File: src/rtl/dhcp_option_parser_top_defines.svh
// Assertion macros shared by the DHCP option parser RTL
`ifndef DHCP_OPTION_PARSER_TOP_DEFINES_SVH
`define DHCP_OPTION_PARSER_TOP_DEFINES_SVH

// Check a property on every clock edge outside reset
`define DOP_ASSERT(label, clk, rst_n, prop, msg) \
    label: assert property (@(posedge clk) disable iff (!(rst_n)) (prop)) \
        else $error(msg);

// Check a property on every clock edge, reset included
`define DOP_ASSERT_ALWAYS(label, clk, prop, msg) \
    label: assert property (@(posedge clk) (prop)) else $error(msg);

`endif

File: src/rtl/dop_pkg.sv
// Types and option codes for the DHCP option parser
`default_nettype none

package dop_pkg;

    // Option parse phases
    typedef enum logic [1:0] {
        PH_CODE  = 2'd0,
        PH_LEN   = 2'd1,
        PH_VALUE = 2'd2,
        PH_DONE  = 2'd3
    } t_phase;

    // Option codes of interest
    localparam logic [7:0] OPT_PAD      = 8'd0;
    localparam logic [7:0] OPT_NETMASK  = 8'd1;
    localparam logic [7:0] OPT_ROUTER   = 8'd3;
    localparam logic [7:0] OPT_DNS      = 8'd6;
    localparam logic [7:0] OPT_LEASE    = 8'd51;
    localparam logic [7:0] OPT_MSGTYPE  = 8'd53;
    localparam logic [7:0] OPT_SERVERID = 8'd54;
    localparam logic [7:0] OPT_END      = 8'd255;

    // Number of value bytes captured per option
    localparam logic [2:0] CAPTURE_BYTES = 3'd4;

    // One packet result
    typedef struct packed {
        logic [7:0]  message_type;
        logic [31:0] subnet_mask;
        logic [31:0] router_address;
        logic [31:0] dns_address;
        logic [31:0] server_identifier;
        logic [31:0] lease_seconds;
        logic        end_seen;
    } t_result;

endpackage

`default_nettype wire

File: src/rtl/dop_parse_core.sv
// Option walker: parse state, value capture and per-packet result
`default_nettype none
`include "dhcp_option_parser_top_defines.svh"

module dop_parse_core (
    input  wire logic            i_clk,
    input  wire logic            i_rst_n,
    input  wire logic            i_accept,
    input  wire logic [7:0]      i_data_byte,
    input  wire logic            i_last_byte,
    output logic                 o_res_valid,
    output dop_pkg::t_result     o_result
);

    dop_pkg::t_phase r_phase, n_phase, n_phase_step;
    logic [7:0]  r_code, n_code;
    logic [7:0]  r_bytes_rem, n_bytes_rem;
    logic [2:0]  r_value_pos, n_value_pos;
    logic [7:0]  r_type_seen, n_type_seen;
    logic [31:0] r_mask, n_mask;
    logic [31:0] r_router, n_router;
    logic [31:0] r_dns, n_dns;
    logic [31:0] r_server, n_server;
    logic [31:0] r_lease, n_lease;
    logic        r_end, n_end;
    logic [1:0]  lane;
    logic [4:0]  lane_lsb;

    // Byte lane for the current value position, first byte in bits 31..24
    assign lane     = 2'd3 - r_value_pos[1:0];
    assign lane_lsb = {lane, 3'b000};

    // Next parse phase for this byte
    always_comb begin
        n_phase_step = r_phase;
        unique case (r_phase)
            dop_pkg::PH_CODE: begin
                if (i_data_byte == dop_pkg::OPT_END) begin
                    n_phase_step = dop_pkg::PH_DONE;
                end else if (i_data_byte != dop_pkg::OPT_PAD) begin
                    n_phase_step = dop_pkg::PH_LEN;
                end
            end
            dop_pkg::PH_LEN: begin
                n_phase_step = (i_data_byte == 8'd0) ? dop_pkg::PH_CODE
                                                     : dop_pkg::PH_VALUE;
            end
            dop_pkg::PH_VALUE: begin
                if (r_bytes_rem == 8'd1) begin
                    n_phase_step = dop_pkg::PH_CODE;
                end
            end
            dop_pkg::PH_DONE: begin
                n_phase_step = dop_pkg::PH_DONE;
            end
            default: n_phase_step = dop_pkg::PH_CODE;
        endcase
        n_phase = i_last_byte ? dop_pkg::PH_CODE : n_phase_step;
    end

    // Capture lengths, value bytes and flags for this byte
    always_comb begin
        n_code      = r_code;
        n_bytes_rem = r_bytes_rem;
        n_value_pos = r_value_pos;
        n_type_seen = r_type_seen;
        n_mask      = r_mask;
        n_router    = r_router;
        n_dns       = r_dns;
        n_server    = r_server;
        n_lease     = r_lease;
        n_end       = r_end;
        unique case (r_phase)
            dop_pkg::PH_CODE: begin
                if (i_data_byte == dop_pkg::OPT_END) begin
                    n_end = 1'b1;
                end else if (i_data_byte != dop_pkg::OPT_PAD) begin
                    n_code = i_data_byte;
                end
            end
            dop_pkg::PH_LEN: begin
                n_bytes_rem = i_data_byte;
                n_value_pos = 3'd0;
            end
            dop_pkg::PH_VALUE: begin
                if (r_value_pos < dop_pkg::CAPTURE_BYTES) begin
                    unique case (r_code)
                        dop_pkg::OPT_NETMASK:  n_mask[lane_lsb +: 8]   = i_data_byte;
                        dop_pkg::OPT_ROUTER:   n_router[lane_lsb +: 8] = i_data_byte;
                        dop_pkg::OPT_DNS:      n_dns[lane_lsb +: 8]    = i_data_byte;
                        dop_pkg::OPT_SERVERID: n_server[lane_lsb +: 8] = i_data_byte;
                        dop_pkg::OPT_LEASE:    n_lease[lane_lsb +: 8]  = i_data_byte;
                        dop_pkg::OPT_MSGTYPE: begin
                            if (r_value_pos == 3'd0) begin
                                n_type_seen = i_data_byte;
                            end
                        end
                        default: ;
                    endcase
                    n_value_pos = r_value_pos + 3'd1;
                end
                n_bytes_rem = r_bytes_rem - 8'd1;
            end
            dop_pkg::PH_DONE: ;
            default: ;
        endcase
    end

    // Advance state on each accepted item; on the last byte clear parse state and flags, keep captured values
    always_ff @(posedge i_clk) begin
        if (!i_rst_n) begin
            r_phase     <= dop_pkg::PH_CODE;
            r_code      <= 8'd0;
            r_bytes_rem <= 8'd0;
            r_value_pos <= 3'd0;
            r_type_seen <= 8'd0;
            r_end       <= 1'b0;
            r_mask      <= 32'd0;
            r_router    <= 32'd0;
            r_dns       <= 32'd0;
            r_server    <= 32'd0;
            r_lease     <= 32'd0;
        end else if (i_accept) begin
            r_phase  <= n_phase;
            r_mask   <= n_mask;
            r_router <= n_router;
            r_dns    <= n_dns;
            r_server <= n_server;
            r_lease  <= n_lease;
            if (i_last_byte) begin
                r_code      <= 8'd0;
                r_bytes_rem <= 8'd0;
                r_value_pos <= 3'd0;
                r_type_seen <= 8'd0;
                r_end       <= 1'b0;
            end else begin
                r_code      <= n_code;
                r_bytes_rem <= n_bytes_rem;
                r_value_pos <= n_value_pos;
                r_type_seen <= n_type_seen;
                r_end       <= n_end;
            end
        end
    end

    // Result reflects the last byte already taken
    assign o_res_valid                = i_accept && i_last_byte;
    assign o_result.message_type      = n_type_seen;
    assign o_result.subnet_mask       = n_mask;
    assign o_result.router_address    = n_router;
    assign o_result.dns_address       = n_dns;
    assign o_result.server_identifier = n_server;
    assign o_result.lease_seconds     = n_lease;
    assign o_result.end_seen          = n_end;

    `DOP_ASSERT(a_pos_bound, i_clk, i_rst_n, r_value_pos <= dop_pkg::CAPTURE_BYTES, "value position past capture window")
    `DOP_ASSERT(a_value_rem, i_clk, i_rst_n, (r_phase == dop_pkg::PH_VALUE) |-> (r_bytes_rem != 8'd0), "value phase with no bytes left")
    `DOP_ASSERT(a_pkt_clear, i_clk, i_rst_n, (i_accept && i_last_byte) |=> (r_phase == dop_pkg::PH_CODE && !r_end && r_type_seen == 8'd0), "packet state not cleared after last byte")
    `DOP_ASSERT(a_done_end, i_clk, i_rst_n, (r_phase == dop_pkg::PH_DONE) |-> r_end, "done phase without end option")

endmodule

`default_nettype wire

File: src/rtl/dop_out_reg.sv
// Result register between the parser and the output channel
`default_nettype none
`include "dhcp_option_parser_top_defines.svh"

module dop_out_reg (
    input  wire logic             i_clk,
    input  wire logic             i_rst_n,
    input  wire logic             i_load,
    input  wire dop_pkg::t_result i_result,
    input  wire logic             i_take,
    output logic                  o_space,
    output logic                  o_valid,
    output dop_pkg::t_result      o_result
);

    logic             r_valid;
    dop_pkg::t_result r_result;

    // Hold the result until taken; a new one may replace it on the same edge
    always_ff @(posedge i_clk) begin
        if (!i_rst_n) begin
            r_valid <= 1'b0;
        end else if (i_load) begin
            r_valid <= 1'b1;
        end else if (i_take) begin
            r_valid <= 1'b0;
        end
    end

    always_ff @(posedge i_clk) begin
        if (i_load) begin
            r_result <= i_result;
        end
    end

    assign o_space  = !r_valid || i_take;
    assign o_valid  = r_valid;
    assign o_result = r_result;

    `DOP_ASSERT(a_no_overrun, i_clk, i_rst_n, i_load |-> o_space, "result loaded over an untaken one")
    `DOP_ASSERT(a_hold, i_clk, i_rst_n, (r_valid && !i_take && !i_load) |=> (r_valid && $stable(r_result)), "pending result lost or changed")
    `DOP_ASSERT_ALWAYS(a_reset_empty, i_clk, !i_rst_n |=> !r_valid, "result pending after reset")

endmodule

`default_nettype wire

File: src/rtl/dhcp_option_parser_top.sv
// Top level of the DHCP option parser
//
//  channel | dir | handshake          | payload
//  --------+-----+--------------------+-------------------------------------------
//  in      | in  | i_valid / o_ready  | i_data_byte, i_last_byte
//  out     | out | o_valid / i_ready  | o_message_type, o_subnet_mask, ...,
//          |     |                    | o_lease_seconds, o_end_seen
//
// One byte is taken per cycle while o_ready is high; its effect on the parse state is final at the
// accepting edge, and a last byte loads the result register on that edge.
// A result appears on the output in the cycle after its last byte is accepted.
// Input stalls only while the result register holds an item not yet taken.
// Reset is synchronous, active low; it clears parse state, captured values and the pending flag.
`default_nettype none

module dhcp_option_parser_top (
    input  wire logic        i_clk,
    input  wire logic        i_rst_n,
    input  wire logic        i_valid,
    output logic             o_ready,
    input  wire logic [7:0]  i_data_byte,
    input  wire logic        i_last_byte,
    output logic             o_valid,
    input  wire logic        i_ready,
    output logic [7:0]       o_message_type,
    output logic [31:0]      o_subnet_mask,
    output logic [31:0]      o_router_address,
    output logic [31:0]      o_dns_address,
    output logic [31:0]      o_server_identifier,
    output logic [31:0]      o_lease_seconds,
    output logic             o_end_seen
);

    logic             accept;
    logic             res_valid;
    logic             space;
    dop_pkg::t_result res_core;
    dop_pkg::t_result res_out;

    // Accept an item whenever the result register can take a result
    assign o_ready = space;
    assign accept  = i_valid && space;

    dop_parse_core u_core (
        .i_clk       (i_clk),
        .i_rst_n     (i_rst_n),
        .i_accept    (accept),
        .i_data_byte (i_data_byte),
        .i_last_byte (i_last_byte),
        .o_res_valid (res_valid),
        .o_result    (res_core)
    );

    dop_out_reg u_out (
        .i_clk    (i_clk),
        .i_rst_n  (i_rst_n),
        .i_load   (res_valid),
        .i_result (res_core),
        .i_take   (i_ready),
        .o_space  (space),
        .o_valid  (o_valid),
        .o_result (res_out)
    );

    assign o_message_type      = res_out.message_type;
    assign o_subnet_mask       = res_out.subnet_mask;
    assign o_router_address    = res_out.router_address;
    assign o_dns_address       = res_out.dns_address;
    assign o_server_identifier = res_out.server_identifier;
    assign o_lease_seconds     = res_out.lease_seconds;
    assign o_end_seen          = res_out.end_seen;

endmodule

`default_nettype wire
File: config.mk
export PLATFORM = sky130hd
export DESIGN_NAME = dhcp_option_parser_top
export DESIGN_NICKNAME = d
export VERILOG_FILES = /design/src/rtl/dop_pkg.sv /design/src/rtl/dop_parse_core.sv /design/src/rtl/dop_out_reg.sv /design/src/rtl/dhcp_option_parser_top.sv
export VERILOG_INCLUDE_DIRS = /design/src /design/src/rtl
export SDC_FILE = /design/constraint.sdc
export NUM_CORES = 1
export LEC_CHECK = 0
export BUFFER_PORTS_ARGS = -buffer_cell sky130_fd_sc_hd__buf_4
export CAP_MARGIN = 20
export CORE_ASPECT_RATIO = 1.25
export CORE_MARGIN = 1
export CORE_UTILIZATION = 52
export CTS_CLUSTER_SIZE = 28
export DETAILED_ROUTE_END_ITERATION = 8
export PLACE_DENSITY = 0.76
export SYNTH_ARGS = -nofsm -noshare
export SYNTH_HDL_FRONTEND = slang
export SYNTH_SLANG_ARGS = --single-unit
File: constraint.sdc
create_clock -name i_clk -period 5.3 [get_ports i_clk]
set_input_delay 1.06 -clock i_clk [delete_from_list [all_inputs] [get_ports i_clk]]
set_output_delay 1.06 -clock i_clk [all_outputs]
set_load 0.1 [all_outputs]
==> out/metrics.cfg <==
[status]
outcome=complete, no violations

[setup_path]
crit_family=simple AND/OR/NAND/NOR gates
rrSetupSlack_ns=1.45
r2r-start=u_core.r_phase[0]$_SDFFE_PN0P_
worst-path-stages=7
criticalPathCategory=reg -> reg
rr_worst_depth=7
start_kind=flop
critPathMaxStageDelay_ns=1.09
cp_slowest_cell=nor3_1
cp_max_fo=26
critPathArrivalTime_ns=4.19
cp.required_ns=5.65
r2r-end=u_core.r_mask[26]$_SDFFE_PN0P_
crit_end=u_core.r_mask[26]$_SDFFE_PN0P_
crit_start=u_core.r_phase[0]$_SDFFE_PN0P_
critPathBufInv=2
path_cells=inv_1 > ha_1 > nor4b_4 > buf_4 > nand4_1 > nor3_1 > o22ai_1
cp-end-kind=flop

[clock_tree]
ctsResizeCount=0
cts_made_buffers=34
cts.htree.levels=2
cts_tree=yes
post_cts_buffers=0
ctsHoldBuffers=0
cts_root_buffer=clkbuf_16
cts.sinks=360
clk_pin_slew_ns=0.06
clock_path_buffers=3
clock_latency_ns=0.52

[routing]
drtIter0Drc=1108
drc_errors=0
viasPerCell=6.063
routed_wl_mm=38.78
routedWlPerCell_microns=20.65
antenna_left=0
drtPass1Iterations=5
vias=11390

[pwr]
total_power_mw=5.845
vdd.ir_drop.worst_v=0.0002285
leakagePower_nw=6.295
power_density_nw_per_um2=339.2

[synthesis]
synth.top_cells.by_count=294 x nand2_1, 191 x dfxtp_1, 169 x edfxtp_1
ys_top_cells_by_area=edfxtp_1 35%, dfxtp_1 26%, nand2_1 7.6%
yosys_warnings=0
synth-xor-area-share_pct=0
synthAdderAreaFrac_pct=1.028
synthCells=1360
syn-num-nets=1385
synth-simple-area-share_pct=15.23
yosysTopAreaCellShare_pct=34.76
synth_top_family_by_area=simple AND/OR/NAND/NOR gates
ys_seq_area_share_pct=60.95
postSynthAreaPerCell_sq_um=10.73
synth.ff_latch_count=360
yosys.area.top_type=edfxtp_1
ys_types=56
yosys_most_used_dff=dfxtp_1
synth-compound-area-share_pct=14.85
synthMostInstantiatedCell=nand2_1
synth-edff-count=169
async_reset_ff_share_pct=0
syn_area_sq_um=14600
synthMuxAreaShare_pct=5.151

[global_route]
antenna_found_initial=0
grt_start_max_net_pins=137
grt_first_pass_wirelength_mm=60.42
overflow=0
grt_pass1_vias=10890
grt_util_all_layers_pct=26.61

[placed_design]
portBuffers=183
gp_congestion=0.8778
pre_cts_slack_ns=1.499
post-dp-hpwl_mm=24.75
dpl_cell_area_sq_um=16170
dp_cells=1815

[cells_and_area]
final_core_util_pct=62.51
num_antenna_cells=0
synthToLayoutAreaGrowth_pct=18.03
drive_gt1_share_pct=17.47
final_cells=1878
fin_area_sq_um=17230
nets=1528
fillCellCount=2241

[timing]
fin_crit_sh_pct=72.62
skew_ns=0.01411
final-setup-viol-count=0
period_needed_ns=3.849
tns_ns=0
relSlewSlack_pct=25.08
rsz0062_at_grt=false
hold_viol=0
setup_slack_ns=1.451
max_freq_ghz=0.2598
maxSlewViolCount=0
worst_hold_slack_ns=0.4562
tightest_slew_ns=1.115

[floorplan]
die_x_microns=151.9
die_h_microns=189.3
pin_count=184
fp-row-count=68
core_area_sq_um=27570
dieArea_sq_um=28750
start_util_pct=52.96

[min_path]
hold_path_class=reg -> reg
min_path_cells=2

[run]
drv_cap=0

[worst reg2reg max path, stage by stage, from the launching register on]
cell	delay, ns
dfxtp_1	0.34
inv_1	0.12
ha_1	0.73
nor4b_4	0.33
buf_4	0.27
nand4_1	0.61
nor3_1	1.09
o22ai_1	0.20
[area by class of cell]
type,count,area [sq um],area share [%]
repair buffers,194,1479,8.583
inverters,16,63.81,0.3703
multi-input cells,897,5300,30.76
well taps,350,437.9,2.541
flip-flops and latches,360,8899,51.64
clock inverters,17,112.6,0.6535
clock buffers,44,939.7,5.453
[where the power goes]
part           internal [mW]  leakage (nW)  switching [mW]  total [mW]
Sequential              2.95          3.18          0.0239        2.97
Clock                   1.30         0.514            1.03        2.33
Combinational         0.0841          2.60           0.456       0.540
[logic make-up after synthesis]
logic type      Yosys count
mux                      74
simple gates            477
compound gates          334
buf+inv                 103
fa+ha+maj                12
flops                   360
[flip-flops by register name, indices dropped and copies added (netlist names), 3 cells and up]
signal / cells
u_core.r_bytes_rem: 8
u_core.r_code: 8
u_core.r_dns: 32
u_core.r_lease: 32
u_core.r_mask: 32
u_core.r_router: 32
u_core.r_server: 32
u_core.r_type_seen: 8
u_core.r_value_pos: 3
u_out.o_result: 169
[per-layer routing]
| metal | track usage [%] | share of wire, % | wire length, microns |
|---|---|---|---|
| met4 | 11.12 | 3.3 | 1283 |
| met1 | 32.72 | 38 | 14900 |
| met3 | 5.447 | 8.2 | 3190 |
| met5 | 0 | 0 | 0 |
| met2 | 45.47 | 50 | 19410 |
[cells in the final DEF, fill, tap and decap left out, types with 4 or more instances in the layout]
cell | netlist | routed
ha_1 | 12 | 12
and3_1 | 8 | 8
mux2_2 | 9 | 9
dfxtp_1 | 191 | 191
o2111ai_1 | 9 | 9
clkbuf_1 | 76 | 6
clkinv_2 | 0 | 4
and4_1 | 4 | 4
nor2b_1 | 5 | 5
nor3_1 | 18 | 18
edfxtp_1 | 169 | 169
o21ai_0 | 112 | 112
mux2i_1 | 65 | 65
or3_1 | 18 | 18
nand3_2 | 4 | 4
nand3_1 | 65 | 65
o22ai_1 | 85 | 85
inv_1 | 14 | 13
nor2_1 | 15 | 15
o2bb2ai_1 | 81 | 81
buf_4 | 1 | 190
clkinv_1 | 1 | 8
nand4_1 | 21 | 21
a21oi_1 | 30 | 30
nor4_1 | 6 | 5
clkbuf_16 | 0 | 35
nand2_1 | 294 | 294
[worst min-delay path by stage]
stage / start / endpoint
after floorplan: u_core.r_type_seen[0]$_SDFFE_PN0P_ / u_core.r_type_seen[0]$_SDFFE_PN0P_
after global placement: u_core.r_router[24]$_SDFFE_PN0P_ / u_core.r_router[24]$_SDFFE_PN0P_
after detailed placement: u_core.r_server[27]$_SDFFE_PN0P_ / u_core.r_server[27]$_SDFFE_PN0P_
after CTS: u_core.r_server[15]$_SDFFE_PN0P_ / u_core.r_server[15]$_SDFFE_PN0P_
after global routing: u_core.r_dns[15]$_SDFFE_PN0P_ / u_core.r_dns[15]$_SDFFE_PN0P_
final: u_core.r_router[26]$_SDFFE_PN0P_ / u_core.r_router[26]$_SDFFE_PN0P_
Note: power is estimated with default switching activity, not from simulation.
